$ cat src/hw/rtl/atpls_pkg.sv
`default_nettype none

package atpls_pkg;

  localparam int DATA_W         = 10;
  localparam int SUM_W          = 14;
  localparam int DIV_W          = 20;
  localparam int DSR_W          = 10;
  localparam int DIV_STEPS      = 20;
  localparam int STEP_W         = 5;
  localparam int CFG_IDX_W      = 1;
  localparam int GROUP_SIZE_DEF = 10;
  localparam int RECIP_W        = 18;
  localparam int AVG_SHIFT      = 18;
  localparam int AVG_PROD_W     = AVG_SHIFT + DATA_W;

  localparam logic [DATA_W-1:0] FULL_LEVEL = 10'd1023;
  localparam logic [DATA_W-1:0] ZERO_LEVEL = 10'd0;

  localparam logic [CFG_IDX_W-1:0] REG_LOW_MARK  = 1'b0;
  localparam logic [CFG_IDX_W-1:0] REG_HIGH_MARK = 1'b1;

  typedef enum logic [2:0] {
    ST_IDLE,
    ST_AVG,
    ST_SCALE,
    ST_SPAN,
    ST_DONE
  } state_e;

  typedef struct packed {
    logic             start;
    logic [DIV_W-1:0] dividend;
    logic [DSR_W-1:0] divisor;
  } div_req_t;

endpackage

`default_nettype wire

$ cat src/hw/rtl/atpls_div.sv
`default_nettype none

module atpls_div (
  input  wire                          clk_i,
  input  wire                          rst_ni,
  input  wire atpls_pkg::div_req_t     req_i,
  output logic                         done_o,
  output logic [atpls_pkg::DIV_W-1:0]  quotient_o
);

  logic                          busy_q, busy_d;
  logic                          done_q, done_d;
  logic [atpls_pkg::STEP_W-1:0]  step_q, step_d;
  logic [atpls_pkg::DSR_W-1:0]   rem_q, rem_d;
  logic [atpls_pkg::DIV_W-1:0]   quo_q, quo_d;
  logic [atpls_pkg::DSR_W-1:0]   dsr_q, dsr_d;
  logic [atpls_pkg::DSR_W:0]     trial;
  logic                          fits;

  always_comb begin
    busy_d = busy_q;
    done_d = 1'b0;
    step_d = step_q;
    rem_d  = rem_q;
    quo_d  = quo_q;
    dsr_d  = dsr_q;
    trial  = {rem_q, quo_q[atpls_pkg::DIV_W-1]};
    fits   = (trial >= {1'b0, dsr_q});
    if (req_i.start) begin
      busy_d = 1'b1;
      step_d = atpls_pkg::STEP_W'(atpls_pkg::DIV_STEPS - 1);
      rem_d  = '0;
      quo_d  = req_i.dividend;
      dsr_d  = req_i.divisor;
    end else if (busy_q) begin
      if (fits) begin
        rem_d = atpls_pkg::DSR_W'(trial - {1'b0, dsr_q});
      end else begin
        rem_d = trial[atpls_pkg::DSR_W-1:0];
      end
      quo_d = {quo_q[atpls_pkg::DIV_W-2:0], fits};
      if (step_q == '0) begin
        busy_d = 1'b0;
        done_d = 1'b1;
      end else begin
        step_d = step_q - 1'b1;
      end
    end
  end

  always_ff @(posedge clk_i or negedge rst_ni) begin
    if (!rst_ni) begin
      busy_q <= 1'b0;
      done_q <= 1'b0;
      step_q <= '0;
    end else begin
      busy_q <= busy_d;
      done_q <= done_d;
      step_q <= step_d;
    end
  end

  always_ff @(posedge clk_i) begin
    rem_q <= rem_d;
    quo_q <= quo_d;
    dsr_q <= dsr_d;
  end

  assign done_o     = done_q;
  assign quotient_o = quo_q;

`ifndef SYNTH
  a_no_restart: assert property (@(posedge clk_i) disable iff (!rst_ni)
    busy_q |-> !req_i.start)
    else $error("divider started while busy");

  a_done_follows_busy: assert property (@(posedge clk_i) disable iff (!rst_ni)
    $fell(busy_q) |-> done_q)
    else $error("divider finished without done");
`endif

endmodule

`default_nettype wire

$ cat src/hw/rtl/averaged_two_point_level_scaler.sv
`default_nettype none

// Sums GROUP_SIZE samples, then scales the truncated average between the low and
// high marks to a level from 0 to 1023, clamped at both ends. A sample that does not
// close a group is taken without a stall. The closing sample holds the input while the
// AVG state forms the average by a reciprocal multiplication, the SCALE state compares
// it with the marks, and, unless the average is clamped or the marks are equal, a
// bit-serial divider that yields one quotient bit per cycle over 20 bits divides the
// scaled offset by the span between the marks. The next sample is accepted as soon as
// the result is handed to the output register, so a result still waiting there for
// the output side adds its stall cycles to the closing sample.
module averaged_two_point_level_scaler #(
  parameter int GROUP_SIZE = atpls_pkg::GROUP_SIZE_DEF
) (
  input  wire                               clk_i,
  input  wire                               rst_ni,
  input  wire                               in_valid_i,
  output logic                              in_stall_o,
  input  wire  [atpls_pkg::DATA_W-1:0]      sample_i,
  output logic                              out_valid_o,
  input  wire                               out_stall_i,
  output logic [atpls_pkg::DATA_W-1:0]      level_o,
  input  wire                               cfg_we_i,
  input  wire  [atpls_pkg::CFG_IDX_W-1:0]   cfg_index_i,
  input  wire  [atpls_pkg::DATA_W-1:0]      cfg_data_i
);

  localparam int CNT_W = $clog2(GROUP_SIZE);
  localparam logic [atpls_pkg::RECIP_W-1:0] AVG_RECIP = atpls_pkg::RECIP_W'(
    ((1 << atpls_pkg::AVG_SHIFT) + GROUP_SIZE - 1) / GROUP_SIZE);

  atpls_pkg::state_e                state_q, state_d;
  logic [atpls_pkg::SUM_W-1:0]      sum_q, sum_d, sum_next;
  logic [CNT_W-1:0]                 cnt_q, cnt_d;
  logic [atpls_pkg::DATA_W-1:0]     low_q, low_d, high_q, high_d;
  logic [atpls_pkg::DATA_W-1:0]     res_q, res_d;
  logic [atpls_pkg::DATA_W-1:0]     level_q, level_d;
  logic [atpls_pkg::DATA_W-1:0]     avg_q, avg_d;
  logic                             out_valid_q, out_valid_d;
  logic                             in_acc, last;
  logic [atpls_pkg::AVG_PROD_W-1:0] avg_prod;
  logic [atpls_pkg::DATA_W-1:0]     span, diff;
  logic [atpls_pkg::DIV_W-1:0]      prod;
  atpls_pkg::div_req_t              div_req;
  logic                             div_done;
  logic [atpls_pkg::DIV_W-1:0]      div_quo;

  atpls_div u_div (
    .clk_i      (clk_i),
    .rst_ni     (rst_ni),
    .req_i      (div_req),
    .done_o     (div_done),
    .quotient_o (div_quo)
  );

  assign in_stall_o  = (state_q != atpls_pkg::ST_IDLE);
  assign in_acc      = in_valid_i && !in_stall_o;
  assign sum_next    = sum_q + atpls_pkg::SUM_W'(sample_i);
  assign last        = (cnt_q == CNT_W'(GROUP_SIZE - 1));
  assign avg_prod    = atpls_pkg::AVG_PROD_W'(sum_q) * atpls_pkg::AVG_PROD_W'(AVG_RECIP);
  assign span        = high_q - low_q;
  assign diff        = avg_q - low_q;
  assign prod        = {diff, {atpls_pkg::DATA_W{1'b0}}} - atpls_pkg::DIV_W'(diff);

  always_comb begin
    low_d  = low_q;
    high_d = high_q;
    if (cfg_we_i) begin
      unique case (cfg_index_i)
        atpls_pkg::REG_LOW_MARK:  low_d  = cfg_data_i;
        atpls_pkg::REG_HIGH_MARK: high_d = cfg_data_i;
        default: ;
      endcase
    end
  end

  always_comb begin
    state_d          = state_q;
    sum_d            = sum_q;
    cnt_d            = cnt_q;
    res_d            = res_q;
    avg_d            = avg_q;
    level_d          = level_q;
    out_valid_d      = out_valid_q && out_stall_i;
    div_req.start    = 1'b0;
    div_req.dividend = '0;
    div_req.divisor  = '0;
    unique case (state_q)
      atpls_pkg::ST_IDLE: begin
        if (in_acc) begin
          if (last) begin
            sum_d   = sum_next;
            cnt_d   = '0;
            state_d = atpls_pkg::ST_AVG;
          end else begin
            sum_d = sum_next;
            cnt_d = cnt_q + 1'b1;
          end
        end
      end
      atpls_pkg::ST_AVG: begin
        avg_d   = avg_prod[atpls_pkg::AVG_PROD_W-1:atpls_pkg::AVG_SHIFT];
        sum_d   = '0;
        state_d = atpls_pkg::ST_SCALE;
      end
      atpls_pkg::ST_SCALE: begin
        if (avg_q < low_q) begin
          res_d   = atpls_pkg::ZERO_LEVEL;
          state_d = atpls_pkg::ST_DONE;
        end else if (avg_q > high_q) begin
          res_d   = atpls_pkg::FULL_LEVEL;
          state_d = atpls_pkg::ST_DONE;
        end else if (span == '0) begin
          res_d   = atpls_pkg::ZERO_LEVEL;
          state_d = atpls_pkg::ST_DONE;
        end else begin
          div_req.start    = 1'b1;
          div_req.dividend = prod;
          div_req.divisor  = span;
          state_d          = atpls_pkg::ST_SPAN;
        end
      end
      atpls_pkg::ST_SPAN: begin
        if (div_done) begin
          res_d   = div_quo[atpls_pkg::DATA_W-1:0];
          state_d = atpls_pkg::ST_DONE;
        end
      end
      atpls_pkg::ST_DONE: begin
        if (!out_valid_q || !out_stall_i) begin
          out_valid_d = 1'b1;
          level_d     = res_q;
          state_d     = atpls_pkg::ST_IDLE;
        end
      end
      default: state_d = atpls_pkg::ST_IDLE;
    endcase
  end

  always_ff @(posedge clk_i or negedge rst_ni) begin
    if (!rst_ni) begin
      state_q     <= atpls_pkg::ST_IDLE;
      sum_q       <= '0;
      cnt_q       <= '0;
      low_q       <= atpls_pkg::ZERO_LEVEL;
      high_q      <= atpls_pkg::FULL_LEVEL;
      out_valid_q <= 1'b0;
    end else begin
      state_q     <= state_d;
      sum_q       <= sum_d;
      cnt_q       <= cnt_d;
      low_q       <= low_d;
      high_q      <= high_d;
      out_valid_q <= out_valid_d;
    end
  end

  always_ff @(posedge clk_i) begin
    res_q   <= res_d;
    avg_q   <= avg_d;
    level_q <= level_d;
  end

  assign out_valid_o = out_valid_q;
  assign level_o     = level_q;

`ifndef SYNTH
  a_count_in_group: assert property (@(posedge clk_i) disable iff (!rst_ni)
    cnt_q <= CNT_W'(GROUP_SIZE - 1))
    else $error("sample count beyond group size");

  a_scaled_in_range: assert property (@(posedge clk_i) disable iff (!rst_ni)
    (state_q == atpls_pkg::ST_SPAN && div_done) |->
      div_quo[atpls_pkg::DIV_W-1:atpls_pkg::DATA_W] == '0)
    else $error("scaled level exceeds full scale");

  a_result_loaded: assert property (@(posedge clk_i) disable iff (!rst_ni)
    (state_q == atpls_pkg::ST_DONE && state_d == atpls_pkg::ST_IDLE) |=>
      (out_valid_q && level_q == $past(res_q)))
    else $error("result not moved to output register");
`endif

endmodule

`default_nettype wire
$ cat config.mk
export PLATFORM = sky130hd
export DESIGN_NAME = averaged_two_point_level_scaler
export DESIGN_NICKNAME = d
export VERILOG_FILES = /design/src/hw/rtl/atpls_pkg.sv /design/src/hw/rtl/atpls_div.sv /design/src/hw/rtl/averaged_two_point_level_scaler.sv
export SDC_FILE = /design/constraint.sdc
export NUM_CORES = 1
export LEC_CHECK = 0
export BUFFER_PORTS_ARGS = -buffer_cell sky130_fd_sc_hd__buf_4
export CORE_AREA = 2 2 164 166
export CTS_BUF_LIST = sky130_fd_sc_hd__clkbuf_4 sky130_fd_sc_hd__clkbuf_8
export CTS_CLUSTER_DIAMETER = 50
export DETAILED_ROUTE_END_ITERATION = 16
export DIE_AREA = 0 0 166 168
export PLACE_DENSITY = 0.52
export SLEW_MARGIN = 10
export SYNTH_ARGS = -nofsm -noshare
export SYNTH_HDL_FRONTEND = slang
export SYNTH_SLANG_ARGS = --single-unit
$ cat constraint.sdc
create_clock -name clk_i -period 12.2 [get_ports clk_i]
set_input_delay 0.61 -clock clk_i [delete_from_list [all_inputs] [get_ports clk_i]]
set_output_delay 0.61 -clock clk_i [all_outputs]
set_load 0.01 [all_outputs]
-- Yosys cells after proc, flatten, opt, wreduce, memory -nomap -nowiden
Index checks and enable logic that the tools add are counted.
- add/subtract/negate cells: 7
- $mul: 1
- $lt $le $gt $ge: 3
- equal/unequal tests: 11
- multiplexer cells: 34
- bitwise operators: 2
- reduce and logical (&&, ||, !) cells: 22
- operator list (operator ; count):
    2-to-1 mux 31 bit ; 4
    2-to-1 mux 10 bit ; 5
    2-to-1 mux 20 bit ; 2
    subtractor 10 bit ; 3
    multiplier 14 x 15 -> 28 bit, second input constant ; 1
    case mux 14 bit (2 select lines) ; 1
    2-to-1 mux 3 bit ; 7
    case mux 10 bit (2 select lines) ; 1
    subtractor 20 x 10 -> 20 bit ; 1
    2-to-1 mux 5 bit ; 3
    case mux 3 bit (5 select lines) ; 1
    adder 14 x 10 -> 14 bit ; 1
    2-to-1 mux 14 bit ; 1
    AND reduction 2 bit ; 6
    >= comparator 11 x 10 -> 1 bit ; 1
    > comparator 10 bit ; 1
    zero test 10 bit ; 1
    less-than comparator 10 bit ; 1
    2-to-1 mux 1 bit ; 8
    inequality test 2 bit, second input constant ; 4
    == test 3 x 2 -> 1 bit, second input constant ; 2
    nonzero test 2 bit ; 3
    zero test 5 bit ; 1
    subtractor 5 x 1 -> 5 bit, second input constant ; 1
    16 further kinds ; 20
- register bits: 119
- input bits: 26
- output and inout port bits: 12
- word-level logic and storage cells: 95

-- Longest topological paths before layout
- depth in word-level cells: 8
- gate-level depth with buffers: 21
- depth with buffers taken out: 21

-- Modules after synthesis
Synthesis repeated with hierarchy kept, for this count alone.
- cell total of the unflattened synthesis: 1037
- area total of the unflattened synthesis: 10377.5 µm²
- by module, submodules not included (module ; instances ; cells an instance ; area each (µm²) ; sequential area each (µm²)):
    averaged_two_point_level_scaler ; 1 ; 834 ; 8008.9 ; 1964.4
    atpls_div ; 1 ; 203 ; 2368.5 ; 1276.2

-- Worst setup path after synthesis
OpenSTA, ideal clock, no wires.
- path type: register to register
- start point: register sum_q[11] (netlist name)
- end point: register avg_q[9] (netlist name), data pin
- library setup time: 136 ps
- arrival: 5568 ps
- data required time: 12064 ps
- setup slack: 6496 ps
- stages on the path, launching flop included: 20
- path buffers: 0
- clock period less this slack: 5704 ps
- path through: dfrtp_1 > fa_1 > fa_1 > fa_1 > inv_1 > fa_1 > inv_1 > fa_1 > inv_1 > fa_1 > inv_1 > ha_1 > a211oi_1 > nor2_1 > a2111oi_0 > o21ai_1 > a21oi_1 > a21oi_1 > or4_1 > nand3_1
- word-level cells in the longest chain between the ends: 1
- RTL lines (element ; line ; RTL):
    start, declared ; averaged_two_point_level_scaler.sv:33 ; logic [atpls_pkg::SUM_W-1:0] sum_q, sum_d, sum_next;
    start signal, assigned ; averaged_two_point_level_scaler.sv:150 ; sum_q <= sum_d;
    multiplier 14 x 15 -> 28 bit ; averaged_two_point_level_scaler.sv:60 ; assign avg_prod = atpls_pkg::AVG_PROD_W'(sum_q) * atpls_pkg::AVG_PROD_W'(AVG_RECIP);
    named net avg_prod (one bit) ; averaged_two_point_level_scaler.sv:41 ; logic [atpls_pkg::AVG_PROD_W-1:0] avg_prod;
    end signal, assigned ; averaged_two_point_level_scaler.sv:160 ; avg_q <= avg_d;
    end, declared ; averaged_two_point_level_scaler.sv:38 ; logic [atpls_pkg::DATA_W-1:0] avg_q, avg_d;
The timed path passes the listed nets, and every way through them passes these cells.
A chain may end at the register's enable or synchronous reset.

-- Worst setup path in the final report
Same ends and word-level chain as after synthesis.

==> impl_results.md <==
- Global-route wire length before repair: between 30000 and 40000 microns
- Die area: 27900 sq um
- Worst EP arrival: 6640 ps
- CP Class: register to register
- Synth Warn #: 0
- Worst setup path start: sum_q[11]
- Final hold vios: 0
- H-tree depth: 4
- Run status: finished, final reports clean
- GRT Resource Usage Total: 0.162
- Number of global-route vias before repair: 7244
- Share of layout cells above drive strength 1: 0.111
- Mapped cell area: roughly 10000 sq um
- Initial Util: 0.389
- Slowest CP cell: a2111oi_0
- Clk slew on worst S/H paths: 80 ps
- Tmin final: ~6300 ps
- CTS tree: built
- Post_cts resized: 0
- Crit Path Max Fanout: 6
- Initial antenna violation count: 0
- Max Slew Vio Count: 0
- Setup violations, final: 0
- Crit-path max cell delay: 610 ps
- Routed vias: approximately 7100
- Clk Latency, worst-skew pair: 450 ps
- DRT Pass-1 Iters: 4
- Reg-to-reg endpoint: avg_q[9]
- EDFF count, synth: 60
- Drt wl/cell: 14.9 microns
- Nets: 1299
- Clock sink count: 119
- Core area: around 26000 sq um
- Input/output buffers: 37
- 1st-iter DRT viols: 350
- Fmax: 0.158 GHz
- Worst hold path type: input port to async pin
- Ant. Diodes: 0
- Most frequent cell after synthesis: inv_1
- Setup TNS: 0 ps
- Cell repeated most along the worst path: fa_1
- GR Overflow Total: 0
- Internal reg-to-reg setup slack: between 5000 and 6000 ps
- P&R area growth vs syn: 9.90%
- Tightest Pin Transition: 988 ps
- Fraction of registers with async set/reset: 0.412
- Max cap viols: 0
- Crit. End Element: register
- Post-synth top area share: 0.182
- Synthesized area per cell: between 10 and 15 sq um
- Startpoint class of the critical path: register
- FF-to-FF path depth: 19
- Vias/cell: 4.99
- Residual DRC: 0
- Critical path capture point: avg_q[9]
- Clk_skew: 16.5 ps
- CTS Buf Count: 17
- Ports: 38
- Synthesized Nets: approximately 1300
- Post-Synthesis Cells: between 1000 and 1500
- DIE WIDTH: 166 microns
- Synthesized flop and latch total: 119
- Tcrit/Tclk final: 0.518
- Sequential-to-total area share from yosys stat: 0.316
- List of most frequent post-synthesis cells: 174 x inv_1, 149 x ha_1, 64 x fa_1
- Worst endpoint required time: 12520 ps
- Cts hold-fix bufs: 0
- Top post-synthesis cells by area: ha_1 18%, edfxtp_1 18%, fa_1 12%
- Post-CTS setup buffers: 0
- CTS Root Cell: clkbuf_8
- Routability cong.: 0.825
- Hpwl dp: approximately 17000 microns
- Reg2reg start: sum_q[11]
- Row cnt: 60
- Synth cell types: between 70 and 80
- Die Ht: 168 microns
- Clk buf depth: 2
- Largest net degree at the start of global routing: 50
- Worst rel slew slack: 0.341
- RSZ-0062 raised after global routing: false
- Antenna Nets Post-Route: 0
- Final WL: between 20000 and 25000 microns
- CP cell instances: fa_1, inv_1, fa_1, fa_1, fa_1, inv_1, fa_1, inv_1, fa_1, inv_1, ha_1, a211oi_1, nor2_1, a2111oi_0, o21ai_1, a21oi_1, a21oi_1, or4_1, nand3_1
- Leading area contributor after synthesis: ha_1
- Synth Flop Type: edfxtp_1
[sequential cells by signal, summed over array words and instances (netlist names), 3 cells and up]
name              flops
state_q               3
u_div.rem_q          10
level_o              10
low_q                10
high_q               10
cnt_q                 4
u_div.dsr_q          10
sum_q                14
avg_q                10
res_q                10
u_div.quotient_o     20
u_div.step_q          5
[layout make-up]
cell class,instances,area (sq um)
fill,2570,15100
tap,341,427
clock buffer,18,241
timing repair buffer,41,308
sequential,119,3240
inverter,175,659
clock inverter,14,126
multi-input combinational,706,6270
[worst min-delay path by stage]
stage | startpoint | end
floorplan | rst_ni | cnt_q[0]
global placement | res_q[2] | level_o[2]
detailed placement | res_q[3] | level_o[3]
CTS | rst_ni | low_q[9]
global route | rst_ni | low_q[5]
finish | rst_ni | low_q[5]
[metrics by stage]
stage	instances	worst slack (ps)	util	hold slack, ps	cell area, sq um
global placement	1382	5950	0.414	403	10900
floorplan	1016	6500	-	314	10300
global route	1414	5530	0.428	218	11300
CTS	1414	5810	0.428	192	11300
detailed placement	1382	5830	0.414	408	10900
finish	1414	5880	0.428	190	11300
[metal layers]
| metal | vias up | GRT usage | share of wire |
|---|---|---|---|
| li1 | 3602 | - | - |
| met1 | 3374 | 0.214 | 0.48 |
| met2 | 60 | 0.277 | 0.49 |
| met3 | 18 | 0.0244 | 0.016 |
| met4 | 0 | 0.0439 | 0.012 |
| met5 | - | 0 | 0 |
[layout by cell type, fill, tap and decap left out, types with 14 or more instances in the layout]
cell type	netlist	routed
inv_1	174	174
ha_1	149	149
fa_1	64	64
edfxtp_1	60	60
nor2_1	54	54
nand2_1	51	51
o21ai_0	50	50
a21oi_1	41	41
buf_4	0	41
dfrtp_1	39	39
xnor2_1	32	32
a21o_1	24	24
nand3_1	21	21
nor3_1	20	20
clkbuf_8	0	17
xor2_1	14	14
[cell families (layout without fill, tap and decap cells)]
group	count (synthesis)	after routing	share of synthesized area
AO/OA/AOI/OAI	197	197	0.131
XOR/XNOR	46	46	0.0393
adder cells (fa/ha/maj)	213	213	0.307
buffers and inverters	191	248	0.0727
flip-flops	119	119	0.316
multiplexers	23	23	0.0245
AND/OR/NAND/NOR	227	227	0.110
[worst max-delay path, delay by kind of cell, from the launching register on]
| kind | cells | cell delay, ps |
|---|---|---|
| flip-flops | 1 | 470 |
| AO/OA/AOI/OAI | 5 | 1560 |
| adder cells (fa/ha/maj) | 7 | 3300 |
| buffers and inverters | 4 | 210 |
| AND/OR/NAND/NOR | 3 | 650 |
Power is left out: the tool's default activity adds up to more than one toggle a clock period on the data nets, which glitch-free logic cannot reach.
